**config.mk**
```make
export PLATFORM = sky130hd
export DESIGN_NAME = region_merge_distance
export DESIGN_NICKNAME = d
export VERILOG_FILES = /design/src/rtl/rmd_pkg.sv /design/src/rtl/rmd_front.sv /design/src/rtl/rmd_sqrt.sv /design/src/rtl/rmd_out.sv /design/src/rtl/region_merge_distance.sv
export SDC_FILE = /design/constraint.sdc
export NUM_CORES = 2
export LEC_CHECK = 0
export ABC_AREA = 1
export BUFFER_PORTS_ARGS = -buffer_cell sky130_fd_sc_hd__buf_2
export CAP_MARGIN = 30
export CORE_UTILIZATION = 60
export CTS_BUF_LIST = sky130_fd_sc_hd__clkbuf_16
export DETAILED_ROUTE_END_ITERATION = 8
export PLACE_DENSITY = 0.77
export SLEW_MARGIN = 5
export SYNTH_ARGS = -nofsm -noshare
export SYNTH_HDL_FRONTEND = slang
export SYNTH_SLANG_ARGS = --single-unit
```
**constraint.sdc**
```tcl
create_clock -name i_clk -period 27.5 [get_ports i_clk]
set_input_delay 1.375 -clock i_clk [delete_from_list [all_inputs] [get_ports i_clk]]
set_output_delay 1.375 -clock i_clk [all_outputs]
set_load 0.02 [all_outputs]
```
**src/rtl/rmd_pkg.sv**
```systemverilog
// Shared types, widths and helper functions for the region merge distance block.
package rmd_pkg;

    localparam int COLOR_W        = 16;
    localparam int COUNT_W        = 21;
    localparam int DIST_W         = 38;
    localparam int COLOR_FRAC_BITS = 8;

    localparam logic [COUNT_W-1:0] MAX_REGION_PIXELS = COUNT_W'(1048576);

    // Sum of three absolute channel differences.
    localparam int L1_W    = COLOR_W + 2;
    // One squared channel difference and the sum of three of them.
    localparam int SQ_W    = 2 * COLOR_W;
    localparam int SUMSQ_W = SQ_W + 2;

    // Root bits resolved in each pipeline stage of the square root.
    localparam int SQ_BITS_PER_STAGE = 2;
    localparam int SQRT_STAGES       = (SUMSQ_W + 2 * SQ_BITS_PER_STAGE - 1)
                                       / (2 * SQ_BITS_PER_STAGE);

    // The radicand is padded with leading zeros so that every stage consumes
    // its full share of radicand bits.
    localparam int SQ_IN_W = 2 * SQ_BITS_PER_STAGE * SQRT_STAGES;
    localparam int ROOT_W  = SQ_IN_W / 2;
    localparam int REM_W   = ROOT_W + 2;

    localparam int PROD_W = COUNT_W + ROOT_W;
    localparam logic [DIST_W-1:0] DIST_MAX = '1;

    typedef enum logic {
        MODE_L1       = 1'b0,
        MODE_WEIGHTED = 1'b1
    } t_mode;

    typedef struct packed {
        logic [COLOR_W-1:0] a_red;
        logic [COLOR_W-1:0] a_green;
        logic [COLOR_W-1:0] a_blue;
        logic [COUNT_W-1:0] count_a;
        logic [COLOR_W-1:0] b_red;
        logic [COLOR_W-1:0] b_green;
        logic [COLOR_W-1:0] b_blue;
        logic [COUNT_W-1:0] count_b;
    } t_in_item;

    // Values that ride alongside the square root untouched.
    typedef struct packed {
        t_mode              mode;
        logic [COUNT_W-1:0] cmin;
        logic [L1_W-1:0]    l1;
    } t_side;

    typedef struct packed {
        t_side              side;
        logic [SUMSQ_W-1:0] sumsq;
    } t_front_data;

    typedef struct packed {
        logic [SQ_IN_W-1:0] val;
        logic [REM_W-1:0]   rem;
        logic [ROOT_W-1:0]  root;
    } t_sq_state;

    typedef struct packed {
        t_side             side;
        logic [ROOT_W-1:0] root;
    } t_root_data;

    function automatic logic [COLOR_W-1:0] abs_diff(logic [COLOR_W-1:0] x,
                                                    logic [COLOR_W-1:0] y);
        return (x > y) ? (x - y) : (y - x);
    endfunction

    function automatic logic [COUNT_W-1:0] clamp_count(logic [COUNT_W-1:0] c);
        return (c > MAX_REGION_PIXELS) ? MAX_REGION_PIXELS : c;
    endfunction

    // Digit recurrence for the floor square root, a few root bits per call.
    function automatic t_sq_state sqrt_step(t_sq_state s);
        t_sq_state        r;
        logic [REM_W-1:0] trial;
        r = s;
        for (int i = 0; i < SQ_BITS_PER_STAGE; i++) begin
            r.rem = {r.rem[REM_W-3:0], r.val[SQ_IN_W-1 -: 2]};
            r.val = {r.val[SQ_IN_W-3:0], 2'b00};
            trial = {r.root, 2'b01};
            if (r.rem >= trial) begin
                r.rem  = r.rem - trial;
                r.root = {r.root[ROOT_W-2:0], 1'b1};
            end else begin
                r.root = {r.root[ROOT_W-2:0], 1'b0};
            end
        end
        return r;
    endfunction

endpackage

```
**src/rtl/rmd_front.sv**
```systemverilog
// Front pipeline: channel differences, count clamp, absolute sum, squares and sum of squares.
module rmd_front import rmd_pkg::*; (
    input  logic        i_clk,
    input  logic        i_rst_n,
    input  logic        i_valid,
    output logic        o_ready,
    input  t_in_item    i_item,
    input  t_mode       i_mode,
    output logic        o_valid,
    input  logic        i_ready,
    output t_front_data o_data
);

    logic [2:0] r_v;
    logic [2:0] w_rdy;

    // Stage 1 registers.
    t_mode              r1_mode;
    logic [COUNT_W-1:0] r1_cmin;
    logic [COLOR_W-1:0] r1_dr, r1_dg, r1_db;

    // Stage 2 registers.
    t_mode              r2_mode;
    logic [COUNT_W-1:0] r2_cmin;
    logic [L1_W-1:0]    r2_l1;
    logic [SQ_W-1:0]    r2_sr, r2_sg, r2_sb;

    // Stage 3 registers.
    t_front_data        r3_data;

    logic [COUNT_W-1:0] n_ca, n_cb;

    assign n_ca = clamp_count(i_item.count_a);
    assign n_cb = clamp_count(i_item.count_b);

    // A stage takes new data when it is empty or its content moves on.
    assign w_rdy[2] = !r_v[2] || i_ready;
    assign w_rdy[1] = !r_v[1] || w_rdy[2];
    assign w_rdy[0] = !r_v[0] || w_rdy[1];
    assign o_ready  = w_rdy[0];

    always_ff @(posedge i_clk) begin
        if (!i_rst_n) begin
            r_v <= '0;
        end else begin
            if (w_rdy[0]) r_v[0] <= i_valid;
            if (w_rdy[1]) r_v[1] <= r_v[0];
            if (w_rdy[2]) r_v[2] <= r_v[1];
        end
    end

    always_ff @(posedge i_clk) begin
        if (w_rdy[0]) begin
            r1_mode <= i_mode;
            r1_cmin <= (n_ca < n_cb) ? n_ca : n_cb;
            r1_dr   <= abs_diff(i_item.a_red,   i_item.b_red);
            r1_dg   <= abs_diff(i_item.a_green, i_item.b_green);
            r1_db   <= abs_diff(i_item.a_blue,  i_item.b_blue);
        end
        if (w_rdy[1]) begin
            r2_mode <= r1_mode;
            r2_cmin <= r1_cmin;
            r2_l1   <= L1_W'(r1_dr) + L1_W'(r1_dg) + L1_W'(r1_db);
            r2_sr   <= SQ_W'(r1_dr) * SQ_W'(r1_dr);
            r2_sg   <= SQ_W'(r1_dg) * SQ_W'(r1_dg);
            r2_sb   <= SQ_W'(r1_db) * SQ_W'(r1_db);
        end
        if (w_rdy[2]) begin
            r3_data.side.mode <= r2_mode;
            r3_data.side.cmin <= r2_cmin;
            r3_data.side.l1   <= r2_l1;
            r3_data.sumsq     <= SUMSQ_W'(r2_sr) + SUMSQ_W'(r2_sg) + SUMSQ_W'(r2_sb);
        end
    end

    assign o_valid = r_v[2];
    assign o_data  = r3_data;

endmodule

```
**src/rtl/rmd_sqrt.sv**
```systemverilog
// Pipelined floor square root that resolves a few root bits per stage.
module rmd_sqrt import rmd_pkg::*; (
    input  logic        i_clk,
    input  logic        i_rst_n,
    input  logic        i_valid,
    output logic        o_ready,
    input  t_front_data i_data,
    output logic        o_valid,
    input  logic        i_ready,
    output t_root_data  o_data
);

    logic      [SQRT_STAGES-1:0] r_v;
    logic      [SQRT_STAGES:0]   w_rdy;
    t_sq_state r_st   [SQRT_STAGES];
    t_side     r_side [SQRT_STAGES];
    t_sq_state w_st_in   [SQRT_STAGES];
    t_side     w_side_in [SQRT_STAGES];
    logic      [SQRT_STAGES-1:0] w_v_in;

    assign w_rdy[SQRT_STAGES] = i_ready;

    genvar k;
    generate
        for (k = 0; k < SQRT_STAGES; k++) begin : g_stage
            if (k == 0) begin : g_first
                assign w_st_in[k]   = {SQ_IN_W'(i_data.sumsq), {REM_W{1'b0}},
                                       {ROOT_W{1'b0}}};
                assign w_side_in[k] = i_data.side;
                assign w_v_in[k]    = i_valid;
            end else begin : g_next
                assign w_st_in[k]   = r_st[k-1];
                assign w_side_in[k] = r_side[k-1];
                assign w_v_in[k]    = r_v[k-1];
            end

            assign w_rdy[k] = !r_v[k] || w_rdy[k+1];
        end
    endgenerate

    always_ff @(posedge i_clk) begin
        if (!i_rst_n) begin
            r_v <= '0;
        end else begin
            for (int s = 0; s < SQRT_STAGES; s++) begin
                if (w_rdy[s]) begin
                    r_v[s] <= w_v_in[s];
                end
            end
        end
    end

    always_ff @(posedge i_clk) begin
        for (int s = 0; s < SQRT_STAGES; s++) begin
            if (w_rdy[s]) begin
                r_st[s]   <= sqrt_step(w_st_in[s]);
                r_side[s] <= w_side_in[s];
            end
        end
    end

    assign o_ready = w_rdy[0];
    assign o_valid = r_v[SQRT_STAGES-1];
    assign o_data  = {r_side[SQRT_STAGES-1], r_st[SQRT_STAGES-1].root};

endmodule

```
**src/rtl/rmd_out.sv**
```systemverilog
// Output stage: count times root or the plain sum, saturated, in the output register.
module rmd_out import rmd_pkg::*; (
    input  logic              i_clk,
    input  logic              i_rst_n,
    input  logic              i_valid,
    output logic              o_ready,
    input  t_root_data        i_data,
    output logic              o_valid,
    input  logic              i_stall,
    output logic [DIST_W-1:0] o_distance
);

    logic              r_v;
    logic [DIST_W-1:0] r_dist;
    logic [PROD_W-1:0] w_prod;
    logic [DIST_W-1:0] n_dist;
    logic              w_rdy;

    assign w_prod = PROD_W'(i_data.side.cmin) * PROD_W'(i_data.root);

    always_comb begin
        unique case (i_data.side.mode)
            MODE_L1:       n_dist = DIST_W'(i_data.side.l1);
            MODE_WEIGHTED: n_dist = (|w_prod[PROD_W-1:DIST_W]) ? DIST_MAX
                                                                : w_prod[DIST_W-1:0];
            default:       n_dist = '0;
        endcase
    end

    assign w_rdy = !r_v || !i_stall;

    always_ff @(posedge i_clk) begin
        if (!i_rst_n) begin
            r_v <= 1'b0;
        end else if (w_rdy) begin
            r_v <= i_valid;
        end
    end

    always_ff @(posedge i_clk) begin
        if (w_rdy) begin
            r_dist <= n_dist;
        end
    end

    assign o_ready    = w_rdy;
    assign o_valid    = r_v;
    assign o_distance = r_dist;

endmodule

```
**src/rtl/region_merge_distance.sv**
```systemverilog
// Top level of the region merge distance block: merging cost of two adjacent regions.
//
//   Channel   Direction  Handshake           Payload
//   input     in         i_valid / o_stall   i_a_*, i_count_a, i_b_*, i_count_b
//   output    out        o_valid / i_stall   o_distance
//   config    in         i_cfg_we            i_cfg_data (merge mode)
//
// One transaction enters per cycle while o_stall is low, and passes through
// three front stages (differences, squares, sum of squares), nine square root
// stages of two root bits each, and the output register with the multiplier.
// Every stage holds its own valid bit and loads whenever it is empty or its
// content moves on, so bubbles close up and a stalled output holds its result
// while upstream stages keep filling. o_stall rises only when every stage is full.
// Reset is synchronous and active low; it empties the pipeline and sets the
// merge mode to the size weighted cost.
module region_merge_distance import rmd_pkg::*; (
    input  logic               i_clk,
    input  logic               i_rst_n,
    input  logic               i_cfg_we,
    input  logic               i_cfg_data,
    input  logic               i_valid,
    output logic               o_stall,
    input  logic [COLOR_W-1:0] i_a_red,
    input  logic [COLOR_W-1:0] i_a_green,
    input  logic [COLOR_W-1:0] i_a_blue,
    input  logic [COUNT_W-1:0] i_count_a,
    input  logic [COLOR_W-1:0] i_b_red,
    input  logic [COLOR_W-1:0] i_b_green,
    input  logic [COLOR_W-1:0] i_b_blue,
    input  logic [COUNT_W-1:0] i_count_b,
    output logic               o_valid,
    input  logic               i_stall,
    output logic [DIST_W-1:0]  o_distance
);

    // Merge mode register; the user must write it only while the pipeline is empty;
    // the block itself does not enforce this. Each transaction samples it on entry.
    t_mode       r_mode;
    t_in_item    w_item;
    t_front_data w_front;
    t_root_data  w_root;
    logic        w_in_ready;
    logic        w_front_valid, w_front_ready;
    logic        w_root_valid,  w_root_ready;

    always_ff @(posedge i_clk) begin
        if (!i_rst_n) begin
            r_mode <= MODE_WEIGHTED;
        end else if (i_cfg_we) begin
            r_mode <= t_mode'(i_cfg_data);
        end
    end

    assign w_item.a_red   = i_a_red;
    assign w_item.a_green = i_a_green;
    assign w_item.a_blue  = i_a_blue;
    assign w_item.count_a = i_count_a;
    assign w_item.b_red   = i_b_red;
    assign w_item.b_green = i_b_green;
    assign w_item.b_blue  = i_b_blue;
    assign w_item.count_b = i_count_b;

    rmd_front u_front (
        .i_clk   (i_clk),
        .i_rst_n (i_rst_n),
        .i_valid (i_valid),
        .o_ready (w_in_ready),
        .i_item  (w_item),
        .i_mode  (r_mode),
        .o_valid (w_front_valid),
        .i_ready (w_front_ready),
        .o_data  (w_front)
    );

    rmd_sqrt u_sqrt (
        .i_clk   (i_clk),
        .i_rst_n (i_rst_n),
        .i_valid (w_front_valid),
        .o_ready (w_front_ready),
        .i_data  (w_front),
        .o_valid (w_root_valid),
        .i_ready (w_root_ready),
        .o_data  (w_root)
    );

    rmd_out u_out (
        .i_clk      (i_clk),
        .i_rst_n    (i_rst_n),
        .i_valid    (w_root_valid),
        .o_ready    (w_root_ready),
        .i_data     (w_root),
        .o_valid    (o_valid),
        .i_stall    (i_stall),
        .o_distance (o_distance)
    );

    assign o_stall = !w_in_ready;

`ifndef SYNTHESIS
    // Back pressure reaches the input only when the result register is blocked.
    a_stall_needs_blocked_output: assert property (@(posedge i_clk) disable iff (!i_rst_n)
        o_stall |-> (o_valid && i_stall))
        else $error("input stalled while the output is not blocked");

    // The radicand is below 2^34, so the top root bit is never set.
    a_root_range: assert property (@(posedge i_clk) disable iff (!i_rst_n)
        w_root_valid |-> !w_root.root[ROOT_W-1])
        else $error("square root out of range");

    // The smaller count has already been clamped to the region limit.
    a_cmin_clamped: assert property (@(posedge i_clk) disable iff (!i_rst_n)
        w_front_valid |-> (w_front.side.cmin <= MAX_REGION_PIXELS))
        else $error("pixel count not clamped");
`endif

endmodule

```
==> results.yml <==
timing:
  post-route-period-util_pct: 26.5
  worst_slew_pin_slew_ps: 1090
  holdWs_ps: 399
  finalSetupViolations: 0
  setup_tns_ps: 0
  fin_crit_ps: 7280
  slew_headroom_pct: 27.4
  hold_viol_final: 0
  rsz0062_at_grt: "false"
  maxSlewViolCount: 0
  skew_ps: 48.6
  max_freq_mhz: 137
synth:
  yosysTopAreaCell: "edfxtp_1"
  synthCells: 9966
  ys.flop_type: "edfxtp_1"
  synth_top_area_share_pct: 34.2
  synthTopCellsByArea: "edfxtp_1 34%, fa_1 18%, ha_1 11%, inv_1 9.3%, nand2_1 8.9%"
  syn_area_per_cell_um2: 9.06
  synth_xor_xnor_area_share_pct: 3.93
  async_reset_ff_share_pct: 0
  synth_compound_area_share_pct: 7.14
  synth-seq-area-share_pct: 34.5
  synth.area.mux_share_pct: 0.222
  synthSimpleGateAreaFrac_pct: 15.0
  synth-seq-cells: 1043
  yosys_warnings: 0
  synth_top_family_by_area: "adder cells"
  synth_edf_count: 1029
  synth_nets: 11700
  syn_area_um2: 90200
  synth_fa_ha_area_share_pct: 28.7
  synth.distinct_cells: 67
detailed_routing:
  drc_errors: 0
  antenna_left: 0
  routedWlPerCell_um: 17.4
  num_vias: 66100
  drt_wl_total_mm: 211
  drt-pass1-iter-count: 8
  vias_per_cell: 5.43
  drt_iter0_drc: 4679
floorplanning:
  io_pins: 184
  core_area_um2: 149000
  die_w_um: 390
  die_h_um: 390
  floorplan.rows: 141
  dieArea_um2: 152000
  initial_core_util_pct: 60.8
clocking:
  h-tree-depth: 3
  clkTransAtPathRegs_ps: 70
  numCtsBuffers: 104
  cts_sinks: 1043
  clockBufferDepth: 3
  clock-root-buffer: "clkbuf_16"
  insertion_delay_ps: 740
  cts_resized: 0
  post_cts_buffers: 0
  postCtsHoldBufs: 0
  cts_tree: "built"
placement:
  io_buffer_count: 183
  post-dp-hpwl_mm: 167
  gp_congestion: 0.973
  placed_area_um2: 93100
worst_setup_path:
  end_kind: "output port"
  cp_max_fo: 59
  path_class: "in2out"
  arrival_ps: 5910
  worstPathRequired_ps: 26120
  crit_path_start_kind: "input pin"
layout:
  area_growth_pct: 6.99
  drive_gt1_share_pct: 5.30
  postLayoutCellArea_um2: 96600
  fin_nets: 11800
global_routing:
  grt_pass1_vias: 67500
  grt_start_max_net_pins: 77
  antenna_found_initial: 1
  overflow: 0
  grt_pass1_wl_mm: 342
  grt_usage_pct: 28.1
worst_hold_path:
  hp-class: "reg2reg"
run:
  cap_violations: 0
outcome:
  status: "completed"
==> sequential cells by signal, summed over array words and instances, names as in the netlist, 3 cells and up <==
name              flops
u_front.r2_cmin      21
u_front.r2_l1        18
u_front.o_data       74
u_front.r2_sb        31
u_front.r1_db        16
u_front.r1_dr        16
u_sqrt.r_st         354
u_sqrt.r_side       360
u_front.r1_cmin      21
u_out.o_distance     38
u_front.r2_sr        31
u_front.r1_dg        16
u_sqrt.r_v            9
u_front.r2_sg        31
u_front.r_v           3
==> cell type report <==
cell class,count,area (um^2)
well taps,2002,2500
multi-input cells,6436,49700
repair buffers,218,1310
clock buffers,104,2600
diodes,1,2.50
clock inverters,90,786
fillers,12000,52000
inverters,2262,8500
flip-flops and latches,1043,31200
==> metrics by stage <==
stage	utilization, %	instances	worst slack (ps)
2_1_floorplan	-	9966	11080
3_3_place_gp	62.6	12000	20180
3_5_place_dp	62.7	12000	19940
4_1_cts	65.0	12200	19760
5_1_grt	65.0	12200	19810
6_report	65.0	12200	20220
==> path summary, 6_finish.rpt <==
path | endpoint | start | slack, ps | depth (start not counted)
max | o_stall | i_stall | 20220 | 21
max reg2reg | u_out.o_distance[30] | u_sqrt.r_st[0][574] | 20370 | 24
min reg2reg | u_sqrt.r_side[4][16] | u_sqrt.r_side[3][56] | 400 | 0
min | u_sqrt.r_side[4][16] | u_sqrt.r_side[3][56] | 400 | 0
==> logic make-up after synthesis <==
group           Yosys count
compound gates         1140
xor+xnor                402
fa+ha+maj              1595
buf+inv                2487
flops                  1043
mux                      19
other cells               1
simple gates           3279
==> critical path, stage by stage <==
cell,delay [ps]
buf_2,80
nand2_1,50
buf_4,290
nor2_1,190
inv_2,40
buf_4,360
nor2_1,250
clkinv_2,290
nor2_2,320
nand2_4,270
nor2_2,310
nand2_4,300
nor2_2,310
nand2_4,260
nor2_2,280
nand2_4,60
buf_4,190
nor2_2,240
nand2_4,150
inv_1,100
buf_2,160
==> cells in the mapped netlist (14+ instances only) <==
library cell,instances
inv_1,2242
nand2_1,2145
edfxtp_1,1029
ha_1,803
fa_1,792
nor2_1,539
a21oi_1,520
o21ai_0,332
nand3_1,301
xor2_1,284
clkbuf_1,194
xnor2_1,116
nor3_1,73
nand4_1,70
a21o_1,45
o21bai_1,34
a31oi_1,26
nor4_1,25
or2_2,25
nand2_2,23
o21a_1,23
o21ai_1,23
o211ai_1,20
nor2_2,19
o22ai_1,19
inv_2,18
nand3b_1,15
o2111ai_1,15
buf_2,14
dfxtp_1,14
==> cells in the final DEF, fill, tap and decap left out, types with 34 or more instances in the layout <==
cell type,n
ha_1,803
clkbuf_16,104
o21bai_1,34
nor2_1,539
edfxtp_1,1029
inv_1,2252
nand2_1,2140
a21oi_1,520
nand3_1,301
xnor2_1,116
buf_2,183
nand4_1,70
nor3_1,73
fa_1,792
o21ai_0,332
xor2_1,284
a21o_1,45
==> routing by layer <==
metal | part of all wire, % | routed length [um] | track usage, % | vias up
met5 | 0 | 0 | 0 | -
met4 | 4.1 | 8680 | 11.4 | 0
li1 | - | - | - | 31700
met1 | 40 | 85100 | 35.5 | 31700
met3 | 5.8 | 12200 | 3.28 | 466
met2 | 50 | 105000 | 49.1 | 2201
Power is not shown: default switching activity piles up to over one toggle a cycle in this logic, so the estimate is an artifact.
